File: src/mpix_pkg.sv
// shared types, constants and codes for the mosaic pixelation block
`timescale 1ns / 1ps
package mpix_pkg;

  // default geometry
  localparam int BLOCK_DEF     = 11;
  localparam int MAX_WIDTH_DEF = 2048;
  localparam int MAX_HEIGHT    = 2048;

  // register and pixel widths
  localparam int CFG_W  = 12;
  localparam int CH_W   = 8;
  localparam int PX_W   = 3 * CH_W;
  localparam int ROW_W  = $clog2(MAX_HEIGHT);

  // register reset values
  localparam int WIDTH_RESET  = 1280;
  localparam int HEIGHT_RESET = 720;

  // input word command codes
  typedef enum logic [0:0] {
    CMD_PIXEL = 1'b0,
    CMD_FLUSH = 1'b1
  } mpix_cmd_t;

  // configuration register indexes
  typedef enum logic [0:0] {
    REG_WIDTH  = 1'b0,
    REG_HEIGHT = 1'b1
  } mpix_reg_t;

  typedef struct packed {
    mpix_cmd_t         command;
    logic [CH_W-1:0]   pixel_ch0;
    logic [CH_W-1:0]   pixel_ch1;
    logic [CH_W-1:0]   pixel_ch2;
  } mpix_in_t;

  typedef struct packed {
    logic [CH_W-1:0]   out_ch0;
    logic [CH_W-1:0]   out_ch1;
    logic [CH_W-1:0]   out_ch2;
    logic              last;
  } mpix_out_t;

  // raster position status
  typedef struct packed {
    logic full;       // position lies in a full square
    logic at_center;  // position is a square's center offset
    logic at_last;    // final pixel of the region
  } mpix_pos_flags_t;

  // per-word info carried alongside the memory reads
  typedef struct packed {
    logic              use_center;
    logic              fwd;
    logic [PX_W-1:0]   fwd_px;
    logic              last;
  } mpix_meta_t;

endpackage

File: src/mpix_outq.sv
// memory read stage and output register with stall handling
`timescale 1ns / 1ps
module mpix_outq (
  input  logic                      clk,
  input  logic                      rst,
  input  logic                      issue,
  input  mpix_pkg::mpix_meta_t      meta,
  input  logic [mpix_pkg::PX_W-1:0] dly_rdata,
  input  logic [mpix_pkg::PX_W-1:0] ctr_rdata,
  output logic                      can_take,
  output logic                      mosaic_valid,
  input  logic                      mosaic_ready,
  output mpix_pkg::mpix_out_t       mosaic
);
  import mpix_pkg::*;

  logic            s1_valid;
  mpix_meta_t      s1_meta;
  logic            move;
  logic [PX_W-1:0] px_sel;

  // read data waits in the memories until the output register frees up
  assign move     = s1_valid && (!mosaic_valid || mosaic_ready);
  assign can_take = !s1_valid || move;

  // pick center, forwarded center or delayed pixel
  assign px_sel = !s1_meta.use_center ? dly_rdata
                : (s1_meta.fwd ? s1_meta.fwd_px : ctr_rdata);

  // read stage
  always_ff @(posedge clk) begin
    if (rst) begin
      s1_valid <= 1'b0;
    end else if (issue) begin
      s1_valid <= 1'b1;
    end else if (move) begin
      s1_valid <= 1'b0;
    end
  end

  always_ff @(posedge clk) begin
    if (issue) begin
      s1_meta <= meta;
    end
  end

  // output register
  always_ff @(posedge clk) begin
    if (rst) begin
      mosaic_valid <= 1'b0;
    end else if (move) begin
      mosaic_valid <= 1'b1;
    end else if (mosaic_ready) begin
      mosaic_valid <= 1'b0;
    end
  end

  always_ff @(posedge clk) begin
    if (move) begin
      mosaic.out_ch0 <= px_sel[CH_W-1:0];
      mosaic.out_ch1 <= px_sel[2*CH_W-1:CH_W];
      mosaic.out_ch2 <= px_sel[3*CH_W-1:2*CH_W];
      mosaic.last    <= s1_meta.last;
    end
  end

`ifndef NO_ASSERTIONS
  a_issue_room: assert property (@(posedge clk) disable iff (rst)
    issue |-> can_take)
    else $error("read issued with no room in the read stage");

  a_stage_hold: assert property (@(posedge clk) disable iff (rst)
    s1_valid && !move |=> s1_valid && $stable(s1_meta))
    else $error("stalled read stage lost its word");
`endif

endmodule

File: config.mk
export PLATFORM = sky130hd
export DESIGN_NAME = mpix_outq
export DESIGN_NICKNAME = d
export VERILOG_FILES = /design/src/mpix_pkg.sv /design/src/mpix_outq.sv
export SDC_FILE = /design/constraint.sdc
export NUM_CORES = 1
export LEC_CHECK = 0
export ABC_AREA = 1
export BUFFER_PORTS_ARGS = -buffer_cell sky130_fd_sc_hd__buf_2
export CAP_MARGIN = 20
export CORE_AREA = 5 5 59 100
export CTS_CLUSTER_DIAMETER = 150
export DETAILED_ROUTE_END_ITERATION = 10
export DIE_AREA = 0 0 64 105
export GPL_TIMING_DRIVEN = 0
export PLACE_DENSITY = 0.84
export SLEW_MARGIN = 20
export SYNTH_ARGS = -nofsm -noshare
export SYNTH_HDL_FRONTEND = slang
export SYNTH_SLANG_ARGS = --single-unit
File: constraint.sdc
create_clock -name clk -period 5.7 [get_ports clk]
set_clock_uncertainty 0.1 [all_clocks]
set_input_delay 0.57 -clock clk [delete_from_list [all_inputs] [get_ports clk]]
set_output_delay 0.57 -clock clk [all_outputs]
set_load 0.05 [all_outputs]
# Word-level counts from Yosys, hierarchy flattened
# Index checks and enable logic that the tools add are counted.
# classes
reduce_logical	7
muxes	6
# ops
cell	count
two-way mux 24 bit	2
two-way mux 1 bit	4
nonzero test 2 bit	2
logical NOT 1 bit	2
logical OR 1 bit	2
logical AND 1 bit	1
# totals
regBits	54
elab_cells	23
in_bits	79

# Depth between registers and ports, before layout
# depth
depth_word	5
depth_mapped	6
mapped_depth_nobuf	4

# Least setup slack after synthesis
# No wires, ideal clock.
# synth_timing
path_kind	input port to flip-flop
startpoint	input port mosaic_ready
endpoint	register mosaic[0] (netlist bit), enable pin
arrival_time_ns	1.865
cell_stages	2
path_slack_ns	3.319
t_required_ns	5.185
cell_sequence	inv_1 > a21oi_1
# synth_between
elab_chain_cells	2
# synth_lines
item	line	rtl
from (decl)	mpix_outq.sv:12	input logic mosaic_ready,
logical OR 1 bit	mpix_outq.sv:23	assign move = s1_valid && (!mosaic_valid || mosaic_ready);
logical AND 1 bit	mpix_outq.sv:23	
via move	mpix_outq.sv:19	logic move;
to (decl)	mpix_outq.sv:13	output mpix_pkg::mpix_out_t mosaic
# The timed path passes the listed nets, and every way through them passes these cells.
# A chain may end at the register's enable or synchronous reset.

# Worst setup path after layout
# layout_timing
startpoint	input port mosaic_ready
endpoint	output port can_take
# layout_between
elab_chain_cells	3
# layout_lines
item	line	rtl
logical OR 1 bit	mpix_outq.sv:23	
logical AND 1 bit	mpix_outq.sv:23	
logical OR 1 bit	mpix_outq.sv:24	assign can_take = !s1_valid || move;
to (decl)	mpix_outq.sv:10	output logic can_take,
# No other way between the ends.

==> results.md <==
Outcome:
- The flow ran to the end, and the final reports show no timing, DRC or antenna violations.

Yosys:
- The mean area per synthesized cell is 9.99 um2.
- Counting every instance in the synthesized netlist gives 242.
- The portion of synthesized area spent on multiplexers is 0.
- The adder-cell share of the synthesized area is 0.
- Counting distinct cell types in the post-synthesis netlist gives 13.
- The simple logic cell fraction of the synthesized area is 0.213.
- The share of the synthesized netlist area taken by xor and xnor gates is 0.
- The combinational family with the most area after synthesis is simple AND/OR/NAND/NOR gates.
- The cell area that synthesis handed to floorplanning was 2420 um2.
- Yosys printed 0 warnings.
- The area fraction in compound gates after synthesis is 0.00621.
- The post-synthesis register bit count is 54.
- Counting every net in the synthesized netlist gives 321.
- The share of the yosys chip area belonging to registers is 0.663.

Critical path:
- The endpoint type of the worst setup path is an output port.
- The buffering stage count on the worst path with inverters included is 3.
- The cell with the biggest individual delay on the critical path is sky130_fd_sc_hd__buf_2.
- The top fanout value on the critical path is 3.
- The endpoint identified for the worst register-to-register timing path is mosaic[1].
- The worst register-to-register path begins at s1_valid.
- The critical path goes through buf_2 > inv_1 > nand3_1 > buf_2.
- The depth of the worst register-to-register path is 2.
- The critical path arrival is 1.11 ns.
- In this design, the critical path's most frequently occurring cell is sky130_fd_sc_hd__buf_2.
- The kind of cell adding the most delay to the critical path is buffers and inverters.
- The slack of the worst reg-to-reg path is 4.18 ns.
- STA classifies the critical path startpoint as an input pin.
- The critical path is of the input pin to output port type.
- The longest individual stage delay on the worst path is 0.23 ns.
- The data required time at the worst endpoint is 5.03 ns.

Clock tree:
- TritonCTS created 5 clock buffers.
- Clock latency on the worst-skew pair, taken at its later pin, is 0.30 ns.
- The clock root buffer master is sky130_fd_sc_hd__clkbuf_8.
- The tree built by TritonCTS fans out to 54 sinks.
- The largest buffer count on any clock path is 2.
- The clock transition at the register clock pins on the worst setup and hold paths after CTS is 0.09 ns.
- The number of gates resized after cts is 0.
- The clock tree from TritonCTS is done.
- In this run the number of H-tree levels came out at 2.
- The number of hold buffers added after cts is 0.
- The number of setup buffers added after CTS is 0.

Global route:
- The overall fraction of global-route tracks in use is 0.160.
- The first-pass GRT wire length is 8270 um.
- The number of global-route vias before repair is 1820.
- Summed over all layers, the global routing overflow is 0.
- The number of antenna violations at the first check in global routing is 0.
- The pin count of the biggest net entering global routing is 29.

STA:
- The part of the cycle the worst path needs is 0.313.
- Adding up every negative setup slack in the final design gives 0 ns.
- For the pin with the worst max-slew slack, the measured transition is 0.799 ns.
- Setup violations remaining at the end of the flow were counted as 0.
- Subtracting the final worst setup slack from the clock period gives 1.78 ns.
- The highest clock rate is 561 MHz.
- The max-slew headroom at the worst pin is 0.466.
- Setup slack on the critical path of the routed design comes to 3.92 ns.
- The number of hold violations in the final report is 0.
- Setup repair after global routing left no endpoint under its margin.
- The max-slew violation total from the final report is 0.

Placement:
- Routability-driven placement finished with a final weighted congestion of 0.819.
- The total half-perimeter wirelength after legalization and detailed placement is 4080 um.
- At the placement stage, the worst setup path has a slack of 3.82 ns.
- The number of buffer cells added on primary ports is 105.

Power:
- The power density over the cells is 280 nW/um2.
- For this design the static power due to leakage is 1.64 nW.
- Across the VDD grid, the largest voltage drop is 0.000243 V.

Cells and area:
- The share of final-layout standard cells stronger than drive strength 1 is 0.383.
- Compared with the post-synthesis result, the final layout area differs by 29.5%.
- The repair_antennas step left the layout with diodes totalling 0.
- The filler cell count in the final layout is 415.
- The final net count is 433.
- The leading cell type in the layout, fill and taps excluded is sky130_fd_sc_hd__buf_2.
- The final core utilization is 0.629.
- The library cells used most frequently in the layout, excluding fill and tap cells, are 108 x sky130_fd_sc_hd__buf_2, 87 x sky130_fd_sc_hd__nand2_1, 52 x sky130_fd_sc_hd__edfxtp_1.

Route:
- The routed layout has 1820 vias.
- After detailed routing, the average wire length per cell comes to 12.3 um.
- The number of antenna-violating nets in the routed design is 0.
- The via count normalized by instance count is 4.45.
- The number of violations reported at the end of detailed-routing iteration 0 is 32.
- After detailed routing, the total wire length is 5040 um.
- The pre-antenna-repair detailed-routing pass consisted of 4 iterations.
- In the routed design, unresolved DRC markers number 0.

Die:
- Pin placement for this block handled 106 I/O pins.
- The overall die area is 6720 um2.
- The width of the die is 64 um.
- For this configuration, the core starts out at a cell density of 0.486.
- The number of placement rows is 34.
- In this run the vertical extent of the chip is 105 um.
- The area of the placeable core is 4980 um2.

Min path:
- The worst hold path terminates at mosaic_valid.
- The worst hold path begins at rst.
- The worst hold path was traced through 2 stages.
- The min-delay analysis places its worst path in the category input pin to flip-flop.

Job:
- The reported max-cap violation count is 0.
-- worst max-delay path by stage --
stage,from,end,slack [ns],cells past startpoint
after floorplan,mosaic_ready,mosaic[0],3.32,2
after global placement,mosaic_ready,mosaic[2],2.90,3
after detailed placement,mosaic_ready,mosaic[14],3.82,3
after CTS,mosaic_ready,can_take,3.91,4
after global routing,mosaic_valid,can_take,3.86,2
final,mosaic_ready,can_take,3.92,4
-- metal layers --
metal	vias to the layer above	GRT usage	part of all wire
met5	-	0	0
met4	0	0.0743	0.029
met3	9	0.0419	0.075
met2	61	0.283	0.54
met1	784	0.171	0.36
li1	966	-	-
-- cell type report --
cell class,count,area [um2],share of cell area
Clock inverter,3,40.0,0.0128
Clock buffer,5,68.8,0.0220
Multi-Input combinational cell,125,541,0.173
Buffer,10,82.6,0.0264
Timing Repair Buffer,105,526,0.168
Tap cell,54,67.6,0.0216
Sequential cell,54,1600,0.512
Inverter,53,204,0.0651
-- metrics by stage --
| stage | hold WS [ns] | total power [mW] | cells | cell area (um2) |
|---|---|---|---|---|
| after floorplan | 0.300 | 0.587 | 242 | 2420 |
| after global placement | 0.301 | 0.635 | 401 | 3010 |
| after detailed placement | 0.325 | 0.642 | 401 | 3020 |
| after CTS | 0.327 | 0.884 | 409 | 3130 |
| after global routing | 0.312 | 0.918 | 409 | 3130 |
| final | 0.337 | 0.878 | 409 | 3130 |
-- report_power, final --
part / switching (mW) / internal [mW]
Clock: 0.117 / 0.129
Combinational: 0.101 / 0.0539
Sequential: 0.00709 / 0.469
Total: 0.225 / 0.653
-- cell families after synthesis --
| family | Yosys count |
|---|---|
| AND/OR/NAND/NOR | 122 |
| buffers and inverters | 63 |
| flip-flops | 54 |
| AO/OA/AOI/OAI | 3 |
-- sequential cells by signal (all words and copies together), names as in the netlist --
register,cells
s1_meta,27
mosaic,25
mosaic_valid,1
s1_valid,1
-- Yosys cell counts --
cell / instances / share of area
sky130_fd_sc_hd__dfxtp_1: 2 / 0.017
sky130_fd_sc_hd__buf_8: 1 / 0.0062
sky130_fd_sc_hd__buf_2: 3 / 0.0062
sky130_fd_sc_hd__nand2_1: 87 / 0.14
sky130_fd_sc_hd__inv_2: 1 / 0.0016
sky130_fd_sc_hd__buf_4: 4 / 0.012
sky130_fd_sc_hd__inv_6: 1 / 0.0036
sky130_fd_sc_hd__nand2_2: 10 / 0.026
sky130_fd_sc_hd__nand3_1: 25 / 0.052
sky130_fd_sc_hd__a21oi_1: 3 / 0.0062
sky130_fd_sc_hd__inv_1: 51 / 0.079
sky130_fd_sc_hd__edfxtp_1: 52 / 0.65
sky130_fd_sc_hd__buf_6: 2 / 0.0093
No activity file was read; power rests on OpenSTA's default activity.
