`config.mk`:
```
export PLATFORM = sky130hd
export DESIGN_NAME = mpix_ram
export DESIGN_NICKNAME = d
export VERILOG_FILES = /design/src/mpix_pkg.sv /design/src/mpix_ram.sv
export SDC_FILE = /design/constraint.sdc
export NUM_CORES = 1
export LEC_CHECK = 0
export ABC_AREA = 1
export BUFFER_PORTS_ARGS = -buffer_cell sky130_fd_sc_hd__buf_4
export CAP_MARGIN = 20
export CORE_ASPECT_RATIO = 1.1
export CORE_UTILIZATION = 45
export CTS_CLUSTER_DIAMETER = 30
export DETAILED_ROUTE_END_ITERATION = 8
export PLACE_DENSITY = 0.59
export SETUP_SLACK_MARGIN = 0.05
export SLEW_MARGIN = 5
export SYNTH_ARGS = -nofsm -noshare
export SYNTH_HDL_FRONTEND = slang
export SYNTH_SLANG_ARGS = --single-unit
```
`constraint.sdc`:
```
create_clock -name clk -period 5.54 [get_ports clk]
set_input_delay 0.554 -clock clk [delete_from_list [all_inputs] [get_ports clk]]
set_output_delay 0.554 -clock clk [all_outputs]
set_load 0.02 [all_outputs]
```
`src/mpix_pkg.sv`:
```
// shared types, constants and codes for the mosaic pixelation block
`timescale 1ns / 1ps
package mpix_pkg;

  // default geometry
  localparam int BLOCK_DEF     = 11;
  localparam int MAX_WIDTH_DEF = 2048;
  localparam int MAX_HEIGHT    = 2048;

  // register and pixel widths
  localparam int CFG_W  = 12;
  localparam int CH_W   = 8;
  localparam int PX_W   = 3 * CH_W;
  localparam int ROW_W  = $clog2(MAX_HEIGHT);

  // register reset values
  localparam int WIDTH_RESET  = 1280;
  localparam int HEIGHT_RESET = 720;

  // input word command codes
  typedef enum logic [0:0] {
    CMD_PIXEL = 1'b0,
    CMD_FLUSH = 1'b1
  } mpix_cmd_t;

  // configuration register indexes
  typedef enum logic [0:0] {
    REG_WIDTH  = 1'b0,
    REG_HEIGHT = 1'b1
  } mpix_reg_t;

  typedef struct packed {
    mpix_cmd_t         command;
    logic [CH_W-1:0]   pixel_ch0;
    logic [CH_W-1:0]   pixel_ch1;
    logic [CH_W-1:0]   pixel_ch2;
  } mpix_in_t;

  typedef struct packed {
    logic [CH_W-1:0]   out_ch0;
    logic [CH_W-1:0]   out_ch1;
    logic [CH_W-1:0]   out_ch2;
    logic              last;
  } mpix_out_t;

  // raster position status
  typedef struct packed {
    logic full;       // position lies in a full square
    logic at_center;  // position is a square's center offset
    logic at_last;    // final pixel of the region
  } mpix_pos_flags_t;

  // per-word info carried alongside the memory reads
  typedef struct packed {
    logic              use_center;
    logic              fwd;
    logic [PX_W-1:0]   fwd_px;
    logic              last;
  } mpix_meta_t;

endpackage

```
`src/mpix_ram.sv`:
```
// generic simple dual-port ram with registered read
`timescale 1ns / 1ps
module mpix_ram #(
  parameter int WIDTH  = mpix_pkg::PX_W,
  parameter int DEPTH  = 16,
  parameter int ADDR_W = (DEPTH > 1) ? $clog2(DEPTH) : 1
) (
  input  logic              clk,
  input  logic              we,
  input  logic [ADDR_W-1:0] waddr,
  input  logic [WIDTH-1:0]  wdata,
  input  logic              re,
  input  logic [ADDR_W-1:0] raddr,
  output logic [WIDTH-1:0]  rdata
);

  logic [WIDTH-1:0] mem [DEPTH];

  // read returns the old contents when both ports hit one entry
  always_ff @(posedge clk) begin
    if (we) begin
      mem[waddr] <= wdata;
    end
    if (re) begin
      rdata <= mem[raddr];
    end
  end

endmodule

```
# Word-level counts from Yosys, hierarchy flattened
# Memory sizes are Yosys's and may differ from the RTL's. A register that Yosys moved wholly into a read port is not among the register bits.
# Cells that the tools add are included.
[totals]
regBits = 0
mem_bits_rw = 384
in_bits = 35
word_cells = 3
mem_count = 1
[classes]
n_mux = 2
[mem_list]
columns = ["memory", "depth", "width", "read_ports", "rd_ports_with_merged_regs", "wr", "line_no", "source"]
rows = [
  ["mem", 16, 24, 1, 1, 1, "mpix_ram.sv:17", "logic [WIDTH-1:0] mem [DEPTH];"],
]
[op_table]
columns = ["op", "count"]
rows = [
  ["1-bit 2-to-1 mux", 2],
]

# Depth between registers and ports, before layout
# Gate-level depths: netlist (run 1).
[depth]
depth_word = 2
ltp_mapped = 9
mapped_depth_nobuf = 7

# Least setup slack after synthesis (run 1)
# Ideal clock, no wire load.
[synth_timing]
kind = "input -> register"
startpoint = "input waddr[2]"
endpoint = "memory mem[10][0] (netlist bit) (enable)"
setup_time_ns = 0.405
arrival_time_ns = 1.795
setup_slack_ns = 3.340
cell_stages = 2
cell_sequence = "nand3b_1 -> nor2_1"
[synth_rtl]
columns = ["element", "line_no", "source"]
rows = [
  ["start, declared", "mpix_ram.sv:10", "input logic [ADDR_W-1:0] waddr,"],
  ["end, declared", "mpix_ram.sv:17", ""],
]
# Straight into the memory's write port.

==> metrics, run 1 <==
ys async rst share=0; Final setup violation count=0; Vias=around 11000; delay-heaviest family, CP=buffers and inverters; period utilization=0.499; CP endpoint kind=register; Clk pin slew, worst setup/hold paths=0.05 ns; most frequent CP cell=nand3_1; core footprint=37400 µm²; clk buf depth=3; area leader, netlist=edfxtp_1; Seq/Total Area, Yosys=0.713; WHS Path Cells=1; static leakage=8.86 nW; area grow syn2layout=21.9%; startpoint types=input pin; total CTS buffers=75; CTS H-Tree Depth=3; die outline width=188 µm; Final Hold Fails=0; most frequent cell after synthesis=nand2_1; Comb pwr share=0.048; Switch Pwr=roughly 1.8 mW; Antenna Nets Post-Route=0; Pre-antenna DRT Iters=6; CP max stage cell=clkinv_2; dominant cells by area after synthesis=edfxtp_1 71%, nand2_1 11%, nand3_1 8.4%, inv_1 6.4%, buf_2 1.3%; Final TNS setup=0 ns; area share of the largest cell type after synthesis=0.713; Non-Filler Instances=2229; # fillers=3146; row cnt=74; Via-to-Cell Ratio=5.00; Tightest Pin Transition=roughly 1.1 ns; initial antenna violation count=2; nets=between 1500 and 2000; Required @ worst endpoint=5.85 ns; Post-synth top cells=509 x nand2_1, 408 x edfxtp_1, 292 x inv_1; post-placement cell count=approximately 2100; Worst R2R Start=mem[5][15]; Initial Utilization=0.460; Worst Hold End=mem[10][22]; FMAX=0.361 GHz; IO Port Bufs=58; GRT overflow=0; status=completed; final wirelength=42400 µm; largest net degree at the start of global routing=124; CP Cell Sequence=buf_4, clkinv_2, buf_4, nand3_1, nand3_1, nand3_1, nand2_1; hold_buf cts=0; post-synthesis cell area=17200 µm²; Reg2Reg Setup Slack=4.39 ns; Final WS setup=about 2.8 ns; max-slew violations=0; DIE HEIGHT=around 210 µm; Final min period=~2.8 ns; EDFF count, synth=408; post-synthesis area per instance=10.8 µm²; Clock power frac=0.550; kind of critical path=in2reg; io pins=59; CTS tree=yes; Setup Skew=~0.017 ns; Setup WS pre-CTS=2.30 ns; CTS root buf=clkbuf_16; R2R depth=6; YS warnings=0; wire per inst=around 19 µm; DRC errors left=0; first-pass GRT wire length=63800 µm; later-pin clock latency in the skew report=0.57 ns; # clock sinks=408; Worst VDD drop=187 µV; share of layout cells above drive strength 1=0.126; post-synth cell types=11; sw frac=0.209; Hold Crit Class=in2reg; placed wire-length estimate=21400 µm; critical path fanouts, max=56; Power Dens Cells=416 nW/µm²; RSZ-0062 raised after global routing=false; Power Internal=between 6 and 7 mW; syn_nets=1632; synthesized instance count=around 1600; number of synthesized register bits=408; DIE AREA=39000 µm²; prevailing post-synth register cell=edfxtp_1; slowest stage delay, CP=0.83 ns; GRT Util Overall=0.223; CP Data Arrival Time=3.08 ns; max-cap viol count=0; Post-CTS Setup Inserts=0; vias in the first global route=10657; Final GP Congestion=0.765; DR iter-0 viols=slightly below 1000; critical path buffer and inverter count=3; post-cts resize count=0; min-delay src=wdata[22]; slew margin rel.=0.251; sequential share of power=0.402; worst flop-to-flop path endpoint=rdata[15]
cells by family (layout without fill, tap and decap cells):
logic type             count (synthesis)  count (layout)  share of synthesized area
DFF                                  408             408                      0.713
buffers and inverters                372             509                     0.0875
and+or+nand+nor                      817             817                      0.200
other                                  0               1                          0
stage by stage:
stage | instance area (µm²) | util | hold WS [ns] | total power [mW]
final | 21000 | 0.560 | 0.284 | 8.72
after global routing | 21000 | 0.560 | 0.281 | 8.97
after CTS | 20900 | 0.558 | 0.261 | 8.77
after detailed placement | 18200 | 0.487 | 0.717 | 3.98
after global placement | 18100 | 0.483 | 0.716 | 3.97
after floorplan | 17200 | - | 0.653 | 3.80
per-layer routing:
layer	share of wire	track usage	up-vias
met5	0.00021	0	-
met4	0.027	0.0953	2
met3	0.059	0.0380	81
met2	0.48	0.371	317
met1	0.43	0.291	5383
li1	-	-	5370
power by group through the flow:
stage / clock network, mW / logic [mW] / registers (mW)
5_1_grt: 4.99 / 0.465 / 3.51
3_3_place_gp: 0 / 0.408 / 3.56
3_5_place_dp: 0 / 0.418 / 3.57
6_report: 4.79 / 0.419 / 3.51
4_1_cts: 4.84 / 0.420 / 3.51
2_1_floorplan: 0 / 0.226 / 3.58
worst max-delay path by stage:
stage                     startpoint         end  slack [ns]  cells after the start
after floorplan             waddr[2]  mem[10][0]        3.34                      2
after global placement      raddr[1]    rdata[7]        2.30                      7
after detailed placement    raddr[1]   rdata[23]        2.30                      7
after CTS                   raddr[1]   rdata[21]        2.87                      7
after global routing        raddr[1]    rdata[2]        2.69                      7
final                       raddr[1]    rdata[4]        2.77                      7
layout make-up:
cell class              count  area, µm²  area share
well taps                 494        618      0.0295
diodes                      1       2.50    0.000119
repair buffers             79        752      0.0359
inverters                 294       1110      0.0530
clock inverters            53        717      0.0342
flip-flops and latches    408      12300       0.585
multi-input cells         817       3560       0.170
clock buffers              83       1950      0.0930
layout by cell type (no fill, tap or decap), drive strengths merged:
| master | count |
|---|---|
| nand2 | 509 |
| edfxtp | 408 |
| inv | 303 |
| nand3 | 289 |
| clkbuf | 83 |
| buf | 79 |
| clkinv | 22 |
| nor2 | 17 |
| bufinv | 16 |
| clkinvlp | 6 |
| nand3b | 2 |
| diode | 1 |
sequential cells by signal (all words and copies together), names as in the netlist:
name and flops:
mem 384, rdata 24
No activity file was read; power rests on OpenSTA's default activity.
==> run 2, diff against run 1 <==
Clock period 5.54 ns to 2.8 ns, I/O delays scaled along.
==> run 2 against run 1 <==
  * Die area is the same
  * Critical endpoint is now rdata[13]
  * Sequential power is 98% higher
  * Wire length grew 0.90%
  * Count of clock-buffer cells in the layout unchanged
  * First-iteration DRC count is 2.5% lower
  * Final cell count up 0.63%
  * Non-clock buffer count is 11 higher
  * Flip-flop and latch count unchanged
==> metrics, run 2 (synthesis results as in run 1) <==
CTS root buf=clkbuf_16; DR iter-0 viols=948 (-2.5%); PnR Total Power=16.8 mW (+93%); later-pin clock latency in the skew report=0.58 ns (about the same); commonest non-fill, non-tap cells in the layout=509 x nand2_1, 408 x edfxtp_1, 291 x inv_1; Final setup violation count=0 (unchanged); period utilization=0.544; Vias=11374 (+2.0%); CP endpoint kind=primary output; Post-CTS Setup Inserts=0 (unchanged); RSZ-0062 raised after global routing=false; Clk pin slew, worst setup/hold paths=0.05 ns (about the same); nets=1723 (+0.76%); Tightest Pin Transition=0.790 ns (-0.331 ns); most common cell after layout, fill and taps aside=nand2_1; CP max stage cell=edfxtp_1; slowest stage delay, CP=0.46 ns (-0.37 ns); largest registers=mem x384, rdata x24; max-cap viol count=0 (unchanged); largest net degree at the start of global routing=106 (-15%); multi-input logic area=3560 µm² (unchanged); GRT Util Overall=0.227 (+0.00415); Pre-antenna DRT Iters=5 (-1); initial antenna violation count=0 (-2); post-layout util=0.561 (+0.000736); first-pass GRT wire length=66300 µm (+4.0%); FMAX=0.657 GHz; diode count=0 (-1); most used routing layer in global routing=met2; # fillers=3167 (+0.67%); Biggest register=mem; Power Dens Cells=802 nW/µm² (+93%); Final WS setup=1.28 ns (-1.50 ns); DRC errors left=0 (unchanged); area grow syn2layout=22.1%; sw frac=0.225 (+0.0152); Comb pwr share=0.052 (+0.004); critical path buffer and inverter count=1 (-2); wire per inst=19.1 µm (+0.27%); GRT overflow=0 (unchanged); Switch Pwr=3.78 mW (+110%); Via-to-Cell Ratio=5.07 (+1.3%); Largest register FFs=384 (unchanged); Clock power frac=0.536 (-0.014); critical path fanouts, max=1 (-98%); placed wire-length estimate=23000 µm (+7.8%); IO Port Bufs=58 (unchanged); slew margin rel.=0.472 (+0.221); Power Internal=13.1 mW (+89%); Final TNS setup=0 ns (unchanged); Final min period=1.52 ns; final wirelength=42800 µm (+0.90%); io pins=59 (unchanged); CTS H-Tree Depth=3 (unchanged); Final Hold Fails=0 (unchanged); die outline width=188 µm (unchanged); Setup WS pre-CTS=0.788 ns (-1.51 ns); met3 usage=0.0402 (+0.00220); CP Data Arrival Time=1.24 ns (-1.84 ns); row cnt=74 (unchanged); post-placement cell count=2100 (+0.57%); clk buf depth=3 (unchanged); Required @ worst endpoint=2.52 ns (-3.33 ns); total CTS buffers=77 (+2.7%); DIE AREA=39000 µm² (unchanged); share of layout cells above drive strength 1=0.130 (+0.00464); CTS tree=yes; max-slew violations=0 (unchanged); status=completed; static leakage=8.86 nW (-0.11%); kind of critical path=reg2out; # clock sinks=408 (unchanged); Non-Filler Instances=2243 (+0.63%); core footprint=37400 µm² (unchanged); startpoint types=register; register area=12300 µm² (unchanged); Setup Skew=0.0137 ns (-0.00312 ns); CP Cell Sequence=buf_4; met2 usage=0.369 (-0.00224); Hold Crit Class=in2reg; Final GP Congestion=0.753 (-1.6%); Initial Utilization=0.460 (unchanged); Worst VDD drop=501 µV (+170%); delay-heaviest family, CP=flip-flops; vias in the first global route=11309 (+6.1%); Antenna Nets Post-Route=0 (unchanged); GRT met1 Usage=0.312 (+0.0212); sequential share of power=0.412 (+0.010); DIE HEIGHT=207 µm (unchanged)
## run 2: changes by cell type in the layout (fill, tap and decap cells not counted), moves of 4 or more
cell | previous run | this run
buf_12 | 6 | 13
bufinv_16 | 16 | 9
inv_6 | 11 | 4
clkinv_8 | 0 | 6
buf_4 | 68 | 72
clkinvlp_4 | 6 | 13
## run 2: cell type report
| type | count | area share |
|---|---|---|
| inverter | 294 | 0.0529 |
| timing repair buffer | 90 | 0.0414 |
| sequential | 408 | 0.584 |
| clock inverter | 57 | 0.0300 |
| multi-input combinational | 817 | 0.169 |
| clock buffer | 83 | 0.0929 |
| tap | 494 | 0.0295 |
## run 2: per-stage QoR
step / instance area [µm²] / hold slack, ns
after floorplan: 17200 / 0.379
after global placement: 18300 / 0.591
after detailed placement: 18400 / 0.594
after CTS: 21000 / 0.000201
after global routing: 21000 / 0.0198
final: 21000 / 0.0203
## run 2: final timing paths
| kind | start | endpoint | slack (ns) | cells past startpoint |
|---|---|---|---|---|
| min | wdata[21] | mem[7][21] | 0.02 | 1 |
| max reg2reg | mem[7][13] | rdata[13] | 1.62 | 6 |
| max | rdata[13] | rdata[13] | 1.28 | 1 |
| min reg2reg | mem[13][0] | rdata[0] | 0.73 | 6 |
## run 2: power groups by stage
stage	Combinational [mW]	Sequential, mW	Clock [mW]
2_1_floorplan	0.446	7.08	0
3_3_place_gp	0.855	7.05	0
3_5_place_dp	0.870	7.05	0
4_1_cts	0.878	6.94	9.13
5_1_grt	0.964	6.94	9.44
6_report	0.871	6.94	9.03
## run 2: layer usage
| layer | share of wire | vias to the layer above |
|---|---|---|
| met5 | 0 | - |
| met4 | 0.021 | 0 |
| met1 | 0.44 | 5517 |
| met3 | 0.061 | 76 |
| li1 | - | 5394 |
| met2 | 0.48 | 387 |
## run 2: repair_timing
item / 4_1_cts / 5_1_grt
resized for setup: 0 / 0
hold buffers: 3 / 0
endpoints found under the hold margin: 23 / 0
