==> src/mpix_pkg.sv <==
// shared types, constants and codes for the mosaic pixelation block
`timescale 1ns / 1ps
package mpix_pkg;

  // default geometry
  localparam int BLOCK_DEF     = 11;
  localparam int MAX_WIDTH_DEF = 2048;
  localparam int MAX_HEIGHT    = 2048;

  // register and pixel widths
  localparam int CFG_W  = 12;
  localparam int CH_W   = 8;
  localparam int PX_W   = 3 * CH_W;
  localparam int ROW_W  = $clog2(MAX_HEIGHT);

  // register reset values
  localparam int WIDTH_RESET  = 1280;
  localparam int HEIGHT_RESET = 720;

  // input word command codes
  typedef enum logic [0:0] {
    CMD_PIXEL = 1'b0,
    CMD_FLUSH = 1'b1
  } mpix_cmd_t;

  // configuration register indexes
  typedef enum logic [0:0] {
    REG_WIDTH  = 1'b0,
    REG_HEIGHT = 1'b1
  } mpix_reg_t;

  typedef struct packed {
    mpix_cmd_t         command;
    logic [CH_W-1:0]   pixel_ch0;
    logic [CH_W-1:0]   pixel_ch1;
    logic [CH_W-1:0]   pixel_ch2;
  } mpix_in_t;

  typedef struct packed {
    logic [CH_W-1:0]   out_ch0;
    logic [CH_W-1:0]   out_ch1;
    logic [CH_W-1:0]   out_ch2;
    logic              last;
  } mpix_out_t;

  // raster position status
  typedef struct packed {
    logic full;       // position lies in a full square
    logic at_center;  // position is a square's center offset
    logic at_last;    // final pixel of the region
  } mpix_pos_flags_t;

  // per-word info carried alongside the memory reads
  typedef struct packed {
    logic              use_center;
    logic              fwd;
    logic [PX_W-1:0]   fwd_px;
    logic              last;
  } mpix_meta_t;

endpackage

==> src/mpix_pos.sv <==
// raster position tracker with square offsets and column-of-squares index
`timescale 1ns / 1ps
module mpix_pos #(
  parameter int BLOCK     = mpix_pkg::BLOCK_DEF,
  parameter int MAX_WIDTH = mpix_pkg::MAX_WIDTH_DEF,
  parameter int SLOT_W    = 8
) (
  input  logic                       clk,
  input  logic                       rst,
  input  logic                       step,
  input  logic [mpix_pkg::CFG_W-1:0] eff_w,
  input  logic [mpix_pkg::CFG_W-1:0] eff_h,
  output logic [SLOT_W-1:0]          slot,
  output mpix_pkg::mpix_pos_flags_t  flags
);
  import mpix_pkg::*;

  localparam int HALF  = (BLOCK - 1) / 2;
  localparam int COL_W = $clog2(MAX_WIDTH);
  localparam int MOD_W = $clog2(BLOCK);
  localparam int CMP_W = ((COL_W > CFG_W) ? COL_W : CFG_W) + 1;

  logic [COL_W-1:0] col;
  logic [COL_W-1:0] c0;
  logic [MOD_W-1:0] cmod;
  logic [ROW_W-1:0] row;
  logic [ROW_W-1:0] r0;
  logic [MOD_W-1:0] rmod;

  logic [CMP_W-1:0] col_inc;
  logic [CMP_W-1:0] row_inc;
  logic             row_end;
  logic             region_end;

  // end-of-row and end-of-region tests
  assign col_inc    = CMP_W'(col) + CMP_W'(1);
  assign row_inc    = CMP_W'(row) + CMP_W'(1);
  assign row_end    = col_inc >= CMP_W'(eff_w);
  assign region_end = row_inc >= CMP_W'(eff_h);

  // status flags
  assign flags.full = ((CMP_W'(c0) + CMP_W'(BLOCK)) <= CMP_W'(eff_w))
                   && ((CMP_W'(r0) + CMP_W'(BLOCK)) <= CMP_W'(eff_h));
  assign flags.at_center = (cmod == MOD_W'(HALF)) && (rmod == MOD_W'(HALF));
  assign flags.at_last   = (col_inc == CMP_W'(eff_w)) && (row_inc == CMP_W'(eff_h));

  // advance one pixel in raster order
  always_ff @(posedge clk) begin
    if (rst) begin
      col  <= '0;
      c0   <= '0;
      cmod <= '0;
      slot <= '0;
      row  <= '0;
      r0   <= '0;
      rmod <= '0;
    end else if (step) begin
      if (row_end) begin
        col  <= '0;
        c0   <= '0;
        cmod <= '0;
        slot <= '0;
        if (region_end) begin
          row  <= '0;
          r0   <= '0;
          rmod <= '0;
        end else begin
          row <= row + ROW_W'(1);
          if (rmod == MOD_W'(BLOCK - 1)) begin
            rmod <= '0;
            r0   <= r0 + ROW_W'(BLOCK);
          end else begin
            rmod <= rmod + MOD_W'(1);
          end
        end
      end else begin
        col <= col + COL_W'(1);
        if (cmod == MOD_W'(BLOCK - 1)) begin
          cmod <= '0;
          c0   <= c0 + COL_W'(BLOCK);
          slot <= slot + SLOT_W'(1);
        end else begin
          cmod <= cmod + MOD_W'(1);
        end
      end
    end
  end

`ifndef NO_ASSERTIONS
  a_cmod_range: assert property (@(posedge clk) disable iff (rst)
    cmod < MOD_W'(BLOCK) && rmod < MOD_W'(BLOCK))
    else $error("square offset out of range");
`endif

endmodule

==> src/mpix_ctrl.sv <==
// word acceptance, delay ring pointers, positions and memory access issue
`timescale 1ns / 1ps
module mpix_ctrl #(
  parameter int BLOCK     = mpix_pkg::BLOCK_DEF,
  parameter int MAX_WIDTH = mpix_pkg::MAX_WIDTH_DEF,
  parameter int DA_W      = 14,
  parameter int CA_W      = 8
) (
  input  logic                       clk,
  input  logic                       rst,
  // input channel
  input  logic                       pixel_valid,
  output logic                       pixel_ready,
  input  mpix_pkg::mpix_in_t         pixel,
  input  logic                       can_take,
  // configuration
  input  logic                       cfg_valid,
  input  mpix_pkg::mpix_reg_t        cfg_index,
  input  logic [mpix_pkg::CFG_W-1:0] cfg_data,
  // delay memory
  output logic                       dly_we,
  output logic [DA_W-1:0]            dly_waddr,
  output logic                       dly_re,
  output logic [DA_W-1:0]            dly_raddr,
  // center memory
  output logic                       ctr_we,
  output logic [CA_W-1:0]            ctr_waddr,
  output logic                       ctr_re,
  output logic [CA_W-1:0]            ctr_raddr,
  output logic [mpix_pkg::PX_W-1:0]  px,
  // read issue toward the output stage
  output logic                       issue,
  output mpix_pkg::mpix_meta_t       meta
);
  import mpix_pkg::*;

  localparam int HALF      = (BLOCK - 1) / 2;
  localparam int DELAY_CAP = HALF * MAX_WIDTH + HALF;
  localparam int PEND_W    = $clog2(DELAY_CAP + 1);
  localparam int SLOT_MAX  = (MAX_WIDTH - 1) / BLOCK;
  localparam int SLOT_W    = (SLOT_MAX > 0) ? $clog2(SLOT_MAX + 1) : 1;
  localparam int CMP_W     = CFG_W + 1;
  localparam int W_RST     = (WIDTH_RESET > MAX_WIDTH) ? MAX_WIDTH : WIDTH_RESET;
  localparam int H_RST     = (HEIGHT_RESET > MAX_HEIGHT) ? MAX_HEIGHT : HEIGHT_RESET;

  logic [CFG_W-1:0]  eff_w;
  logic [CFG_W-1:0]  eff_h;
  logic [CFG_W-1:0]  clamp_w;
  logic [CFG_W-1:0]  clamp_h;

  logic [PEND_W-1:0] pending;
  logic [PEND_W-1:0] pending_next;
  logic [DA_W-1:0]   wr_ptr;
  logic [DA_W-1:0]   rd_ptr;
  logic [PEND_W-1:0] delay_len;

  logic              accept;
  logic              is_flush;
  logic              pixel_go;
  logic              has_pending;
  logic              emit;
  logic              store;
  logic              capture;

  logic [SLOT_W-1:0] in_slot;
  logic [SLOT_W-1:0] out_slot;
  mpix_pos_flags_t   in_flags;
  mpix_pos_flags_t   out_flags;

  // register writes, held as effective clamped values
  assign clamp_w = (cfg_data == '0) ? CFG_W'(1)
                 : ((CMP_W'(cfg_data) > CMP_W'(MAX_WIDTH)) ? CFG_W'(MAX_WIDTH) : cfg_data);
  assign clamp_h = (cfg_data == '0) ? CFG_W'(1)
                 : ((CMP_W'(cfg_data) > CMP_W'(MAX_HEIGHT)) ? CFG_W'(MAX_HEIGHT) : cfg_data);

  always_ff @(posedge clk) begin
    if (rst) begin
      eff_w <= CFG_W'(W_RST);
      eff_h <= CFG_W'(H_RST);
    end else if (cfg_valid) begin
      unique case (cfg_index)
        REG_WIDTH:  eff_w <= clamp_w;
        REG_HEIGHT: eff_h <= clamp_h;
      endcase
    end
  end

  // decisions for the word at the input
  assign pixel_ready = can_take;
  assign accept      = pixel_valid && pixel_ready;
  assign is_flush    = pixel.command == CMD_FLUSH;
  assign pixel_go    = accept && !is_flush;
  assign px          = {pixel.pixel_ch2, pixel.pixel_ch1, pixel.pixel_ch0};
  assign delay_len   = PEND_W'(HALF) * PEND_W'(eff_w) + PEND_W'(HALF);
  assign has_pending = pending != '0;
  assign emit        = is_flush ? has_pending : (has_pending && pending >= delay_len);
  assign issue       = accept && emit;
  assign store       = pixel_go && (pending != PEND_W'(DELAY_CAP) || emit);
  assign capture     = pixel_go && in_flags.at_center && in_flags.full;

  // memory requests
  assign dly_we    = store;
  assign dly_waddr = wr_ptr;
  assign dly_re    = issue;
  assign dly_raddr = rd_ptr;
  assign ctr_we    = capture;
  assign ctr_waddr = CA_W'(in_slot);
  assign ctr_re    = issue;
  assign ctr_raddr = CA_W'(out_slot);

  // center captured by this same word is forwarded past the memory
  assign meta.use_center = out_flags.full;
  assign meta.fwd        = capture && (in_slot == out_slot);
  assign meta.fwd_px     = px;
  assign meta.last       = out_flags.at_last;

  // fill count and ring pointers
  always_comb begin
    case ({issue, store})
      2'b10:   pending_next = pending - PEND_W'(1);
      2'b01:   pending_next = pending + PEND_W'(1);
      default: pending_next = pending;
    endcase
  end

  always_ff @(posedge clk) begin
    if (rst) begin
      pending <= '0;
      wr_ptr  <= '0;
      rd_ptr  <= '0;
    end else begin
      pending <= pending_next;
      if (store) begin
        wr_ptr <= (wr_ptr == DA_W'(DELAY_CAP - 1)) ? '0 : wr_ptr + DA_W'(1);
      end
      if (issue) begin
        rd_ptr <= (rd_ptr == DA_W'(DELAY_CAP - 1)) ? '0 : rd_ptr + DA_W'(1);
      end
    end
  end

  // input and output raster positions
  mpix_pos #(
    .BLOCK     (BLOCK),
    .MAX_WIDTH (MAX_WIDTH),
    .SLOT_W    (SLOT_W)
  ) u_in_pos (
    .clk   (clk),
    .rst   (rst),
    .step  (pixel_go),
    .eff_w (eff_w),
    .eff_h (eff_h),
    .slot  (in_slot),
    .flags (in_flags)
  );

  mpix_pos #(
    .BLOCK     (BLOCK),
    .MAX_WIDTH (MAX_WIDTH),
    .SLOT_W    (SLOT_W)
  ) u_out_pos (
    .clk   (clk),
    .rst   (rst),
    .step  (issue),
    .eff_w (eff_w),
    .eff_h (eff_h),
    .slot  (out_slot),
    .flags (out_flags)
  );

`ifndef NO_ASSERTIONS
  a_pending_bound: assert property (@(posedge clk) disable iff (rst)
    pending <= PEND_W'(DELAY_CAP))
    else $error("delay fill count above capacity");

  a_ptr_bound: assert property (@(posedge clk) disable iff (rst)
    rd_ptr < DA_W'(DELAY_CAP) && wr_ptr < DA_W'(DELAY_CAP))
    else $error("delay pointer out of range");

  a_ring_consistent: assert property (@(posedge clk) disable iff (rst)
    ((PEND_W + 1)'(rd_ptr) + (PEND_W + 1)'(pending) == (PEND_W + 1)'(wr_ptr))
    || ((PEND_W + 1)'(rd_ptr) + (PEND_W + 1)'(pending)
        == (PEND_W + 1)'(wr_ptr) + (PEND_W + 1)'(DELAY_CAP)))
    else $error("delay pointers disagree with fill count");
`endif

endmodule

==> config.mk <==
export PLATFORM = sky130hd
export DESIGN_NAME = mpix_ctrl
export DESIGN_NICKNAME = d
export VERILOG_FILES = /design/src/mpix_pkg.sv /design/src/mpix_pos.sv /design/src/mpix_ctrl.sv
export SDC_FILE = /design/constraint.sdc
export NUM_CORES = 1
export LEC_CHECK = 0
export ABC_AREA = 1
export BUFFER_PORTS_ARGS = -buffer_cell sky130_fd_sc_hd__buf_4
export CORE_ASPECT_RATIO = 1.2
export CORE_MARGIN = 8
export CORE_UTILIZATION = 45
export DETAILED_ROUTE_END_ITERATION = 6
export SLEW_MARGIN = 25
export SYNTH_ARGS = -nofsm -noshare
export SYNTH_HDL_FRONTEND = slang
export SYNTH_SLANG_ARGS = --single-unit
export TNS_END_PERCENT = 10
==> constraint.sdc <==
create_clock -name clk -period 5.55 [get_ports clk]
set_input_delay 1.11 -clock clk [delete_from_list [all_inputs] [get_ports clk]]
set_output_delay 1.11 -clock clk [all_outputs]
set_load 0.05 [all_outputs]
### Word-level counts from Yosys, hierarchy flattened

Cells that the tools add are included.

* add/subtract/negate cells: 27
* multiply operators: 1
* magnitude comparators: 10
* equality and inequality tests: 14
* mux-type cells: 30
* bitwise operators: 1
* reduce and logical (&&, ||, !) cells: 29

Operators with widths (count)
* 2-to-1 mux 11 bit: 12
* >= comparator 13 x 12 -> 1 bit: 4
* <= comparator 13 x 12 -> 1 bit: 4
* adder 11 x 1 -> 12 bit (second input constant): 4
* adder 11 x 4 -> 12 bit (second input constant): 4
* adder 11 x 1 -> 11 bit (second input constant): 4
* adder 11 x 4 -> 11 bit (second input constant): 4
* adder 14 x 1 -> 14 bit (second input constant): 3
* 2-to-1 mux 4 bit: 8
* 2-to-1 mux 8 bit: 4
* equality test 14 bit (second input constant): 2
* 2-to-1 mux 14 bit: 2
* case mux 14 bit (2 select lines): 1
* equality test 13 x 12 -> 1 bit: 2
* 2-to-1 mux 12 bit: 2
* adder 4 x 1 -> 4 bit (second input constant): 4
* adder 8 x 1 -> 8 bit (second input constant): 2
* equality test 4 bit (second input constant): 4
* adder 14 x 3 -> 14 bit (second input constant): 1
* >= comparator 14 bit: 1
* multiplier 3 x 12 -> 14 bit (first input constant): 1
* != test 14 bit (second input constant): 1
* nonzero test 14 bit: 1
* subtractor 14 x 1 -> 14 bit (second input constant): 1
* other kinds (14): 36

* register bits after elaboration: 186
* input bits: 43
* output and inout port bits: 101
* logic and storage cells: 131

### Depth between registers and ports, before layout

* depth after elaboration: 9
* gate-level depth with buffers: 34
* gate-level depth less buffers: 34

### Modules after synthesis

A second synthesis with hierarchy kept.

* cells, all modules: 2105
* area, all modules: 14699.1 µm²

Modules (own cells, without submodules)
* mpix_ctrl: instances 1, cells an instance 784, area each 5554.1 µm², seq. area each 1321.3 µm²
* mpix_pos at u_out_pos: instances 1, cells an instance 668, area each 4616.9 µm², seq. area each 1201.2 µm²
* mpix_pos at u_in_pos: instances 1, cells an instance 653, area each 4528.1 µm², seq. area each 1201.2 µm²

### Worst setup path before layout

OpenSTA, ideal clock, no wires.

* path type: register -> register
* from: reg eff_w[2]
* to: reg pending[9]
* library setup time: 0.115 ns
* arrival time: 5.078 ns
* data required time: 5.435 ns
* setup slack: 0.357 ns
* stages on the path, launching flop included: 32
* path buffers: 0
* period minus slack after synthesis: 5.193 ns
* path through: dfxtp_1 -> ha_1 -> ha_1 -> ha_1 -> a21oi_1 -> nand2_1 -> a21boi_0 -> o21ai_0 -> a21oi_1 -> xor2_1 -> ha_1 -> nand2_1 -> nor2_1 -> nand2_1 -> nor2_1 -> nor2_1 -> nand3_2 -> nand2_1 -> nand2_1 -> nand2_2 -> inv_1 -> ha_1 -> inv_1 -> ha_1 -> a21oi_1 -> nand2_1 -> nand2_1 -> nand2_1 -> a21oi_1 -> xnor2_1 -> o21ai_0 -> inv_1

* cells in the longest elaborated chain, start to end: 9
* elaborated cells between the ends (all ways): 12
* classes of those cells: add/sub (1); mul (1); order compare (1); eq/ne (2); mux (2); reduce/logical (5)

Ends and longest elaborated chain
* from (decl): RTL line mpix_ctrl.sv:46 `logic [CFG_W-1:0] eff_w;`
* from (signal assigned): RTL line mpix_ctrl.sv:78 `eff_w <= CFG_W'(W_RST);`
* from (signal assigned): RTL line mpix_ctrl.sv:82 `REG_WIDTH: eff_w <= clamp_w;`
* multiplier 3 x 12 -> 14 bit *: RTL line mpix_ctrl.sv:94 `assign delay_len = PEND_W'(HALF) * PEND_W'(eff_w) + PEND_W'(HALF);`
* adder 14 x 3 -> 14 bit *: RTL line mpix_ctrl.sv:94
* >= comparator 14 bit *: RTL line mpix_ctrl.sv:96 `assign emit = is_flush ? has_pending : (has_pending && pending >= delay_len);`
* logical AND 1 bit *: RTL line mpix_ctrl.sv:96
* 2-to-1 mux 1 bit *: RTL line mpix_ctrl.sv:96
* logical OR 1 bit *: RTL line mpix_ctrl.sv:98 `assign store = pixel_go && (pending != PEND_W'(DELAY_CAP) || emit);`
* logical AND 1 bit *: RTL line mpix_ctrl.sv:98
* via dly_we: RTL line mpix_ctrl.sv:21 `output logic dly_we,`
* equality test 2 x 1 -> 1 bit or equality test 2 bit (tied branches): RTL line mpix_ctrl.sv:119 `case ({issue, store})`
* case mux 14 bit (2 select lines) or nonzero test 2 bit (tied branches)
* to (signal assigned): RTL line mpix_ctrl.sv:132 `pending <= pending_next;`
* to (decl): RTL line mpix_ctrl.sv:51 `logic [PEND_W-1:0] pending;`

Mark *: on every way through the listed nets, which the timed path passes. The rest lies on a longest branch.
A chain may end at the register's enable or synchronous reset.

### Final worst setup path

* from: reg eff_w[2]
* to: out dly_re

* cells in the longest elaborated chain, start to end: 6

Ends and longest elaborated chain
* multiplier 3 x 12 -> 14 bit: RTL line mpix_ctrl.sv:94
* adder 14 x 3 -> 14 bit: RTL line mpix_ctrl.sv:94
* >= comparator 14 bit: RTL line mpix_ctrl.sv:96
* logical AND 1 bit: RTL line mpix_ctrl.sv:96
* 2-to-1 mux 1 bit: RTL line mpix_ctrl.sv:96
* logical AND 1 bit: RTL line mpix_ctrl.sv:97 `assign issue = accept && emit;`
* to (decl): RTL line mpix_ctrl.sv:23 `output logic dly_re,`

No other way between the ends.

==> out/metrics.cfg <==
[power_and_ir_drop]
power_leakage_nw = 7.29
power_per_cell_area_mw_per_mm2 = 226
ir_drop_uv = 169

[route]
vias = 13000
antenna_left = 0
drtIter0Drc = 714
totalWireLength_um = 37400
dr.pass1.iters = 7
drcViolationCount = 0
vias_per_cell = 5.20
wire_per_inst_um = 14.9

[floorplanning]
die_area_mm2 = 0.0375
initial_core_util = 0.455
core-area_mm2 = 0.0312
rows = 71
fp.dieW_um = 178
io_pins = 144
die-height_um = 211

[timing]
min_period_ns = 5.17
max_freq_mhz = 193
setup_viol = 0
max-slew-margin-rel = 0.366
fin_crit_sh = 0.931
worstMarginPinSlew_ns = 0.948
timing.hold.ws_ns = 0.471
setup_tns_ns = 0
timing_hold_violations_final = 0
rsz0062_at_grt = false
finClkSkew_ns = 0.0151
finalMaxSlewViolations = 0

[global_route]
grt_use_met2 = 0.340
grtUsageMet1 = 0.252
grt_usage = 0.201
grt_pass1_wl_um = 61400
grt_start_max_net_pins = 49
antenna_found_initial = 0
grt.met3_usage = 0.0310
grt_pass1_vias = 12400
grt.busiest_layer = met2
grt_remaining_overflow = 0

[clock_tree]
cts_tree = built
clkLatencyLatePin_ns = 0.45
cts_buffers = 17
cts_root_buf = clkbuf_16
cts_max_level = 4
cts.sinks = 186
clkTransAtPathRegs_ns = 0.07
cts_buffer_depth = 2

[logic_synthesis]
synth_common_cells = nand2_1 (421), inv_1 (267), nor2_1 (220)
synthArstFlopShare = 0
syn_area_mm2 = 0.0142
synth-main-ff-cell = dfxtp_1
syn_area_per_cell_um2 = 6.80
synth_warnings = 0
synth_compound_area_frac = 0.118
synth-seq-area-share = 0.262
synth_edf_count = 0
synth_top_family_by_area = simple AND/OR/NAND/NOR gates
synth-seq-cells = 186
synth_area_leaders = dfxtp_1 (26%), ha_1 (15%), nand2_1 (11%), inv_1 (7.1%), nor2_1 (5.8%)
synth-xor-area-share = 0.0703
syn-num-nets = 2303
synth_top_area_frac = 0.262
synth-simple-area-share = 0.281
synth.distinct_cells = 44
synth_most_common_cell = nand2_1
yosys.area.top_type = dfxtp_1
synth_fa_ha_area_frac = 0.154
synth.area.mux_share = 0
synthCells = 2086

[run_status]
status = finished clean

[final_layout]
area_delta_synth_final_pct = 8.20
fin_util = 0.493
fin_nets = 2306
nFillCells = 3156
stdcell_count = 2503
layout-drive-gt1-share = 0.0728
n_antenna_cell = 0

[placed_design]
dp_hpwl_um = 28100
place_inst = 2469
routabilityCongestion = 0.891
io_buffers = 71

[hold_path]
hp-class = flip-flop to flip-flop

[critical_path]
worst_ep_arrival_time_ns = 4.06
cp-end-kind = output pin
path_class = flip-flop to output pin
cp_max_fo = 9
path_cells = ha_1 > ha_1 > ha_1 > a21oi_1 > nand2_1 > a21boi_2 > o21ai_0 > a21oi_1 > xor2_1 > ha_1 > nand2_1 > nand2_1 > nand2_1 > nand3_1 > nor2_1 > nand3_2 > nand3_4 > clkinvlp_4 > buf_4
critPathMaxStageDelay_ns = 0.35
worstSetupStartpointType = flip-flop
slowest_stage = dfxtp_2
required_ns = 4.44

[job]
cap_violations = 0

[logic make-up (layout without fill, tap and decap cells)]
group | Yosys count | in the layout
adder cells (fa/ha/maj) | 174 | 174
XOR/XNOR | 114 | 114
AND/OR/NAND/NOR | 923 | 923
AO/OA/AOI/OAI | 316 | 316
buffers and inverters | 373 | 389
flip-flops | 186 | 186
[flip-flops by register name, summed over array words and instances (netlist names), 12 cells and up]
| name | cells |
|---|---|
| eff_h | 12 |
| eff_w | 12 |
| dly_raddr | 14 |
| pending | 14 |
| dly_waddr | 14 |
[path summary, 6_finish.rpt]
kind / slack, ns / to / from / cells after the start
worst min-delay path: 0.47 / u_in_pos.col[10]$_SDFFE_PP0P_ / u_in_pos.col[10]$_SDFFE_PP0P_ / 2
worst max-delay path: 0.38 / dly_re / eff_w[2]$_SDFFE_PP0P_ / 19
worst max register to register: 0.53 / pending[13]$_SDFFE_PP0P_ / eff_w[3]$_SDFFE_PP0P_ / 32
worst min register to register: 0.47 / u_in_pos.col[10]$_SDFFE_PP0P_ / u_in_pos.col[10]$_SDFFE_PP0P_ / 2
[routing by layer]
metal	share of wire	vias up
li1	-	6780
met1	0.46	5959
met2	0.47	222
met3	0.043	60
met4	0.028	0
met5	0	-
[metrics by stage]
step	instance area (µm²)	worst slack (ns)	power (mW)
after detailed placement	14700	0.142	2.23
after CTS	15300	0.139	3.51
final	15400	0.380	3.47
after floorplan	14200	0.357	2.13
after global routing	15400	0.0357	3.68
after global placement	14700	0.290	2.22
[timing repair]
| action | CTS | global route |
|---|---|---|
| buffers inserted | 0 | 2 |
| hold buffers | 0 | 0 |
| endpoints found under the setup margin | 0 | 15 |
| gates resized for setup | 0 | 15 |
[cell usage in the layout (no fill, tap or decap), types with 77 or more instances in the layout]
cell and instances:
dfxtp_1 184, buf_4 87, nor2_1 220, inv_1 263, a21oi_1 154, xor2_1 77, ha_1 172, nand3_1 151
nand2_1 421, o21ai_0 121
[power breakdown]
part	total [mW]	switching (mW)	internal, mW
clock	1.26	0.618	0.639
combinational	0.780	0.500	0.280
sequential	1.44	0.0559	1.38
total	3.47	1.17	2.30
[worst max-delay path, delay by kind of cell (launching register included)]
kind / cells / cell delay, ns
simple gates: 8 / 0.75
fa+ha+maj: 4 / 1.19
buf+inv: 2 / 0.51
xor+xnor: 1 / 0.16
flops: 1 / 0.35
compound gates: 4 / 0.66
[layout make-up]
class / count / area [µm²] / area share
Tap cell: 401 / 502 / 0.0327
Clock buffer: 18 / 429 / 0.0279
Clock inverter: 14 / 154 / 0.0100
Sequential cell: 186 / 3730 / 0.243
Timing Repair Buffer: 87 / 653 / 0.0425
Inverter: 270 / 1020 / 0.0665
Multi-Input combinational cell: 1527 / 8870 / 0.578
(Power assumes the default switching activity.)
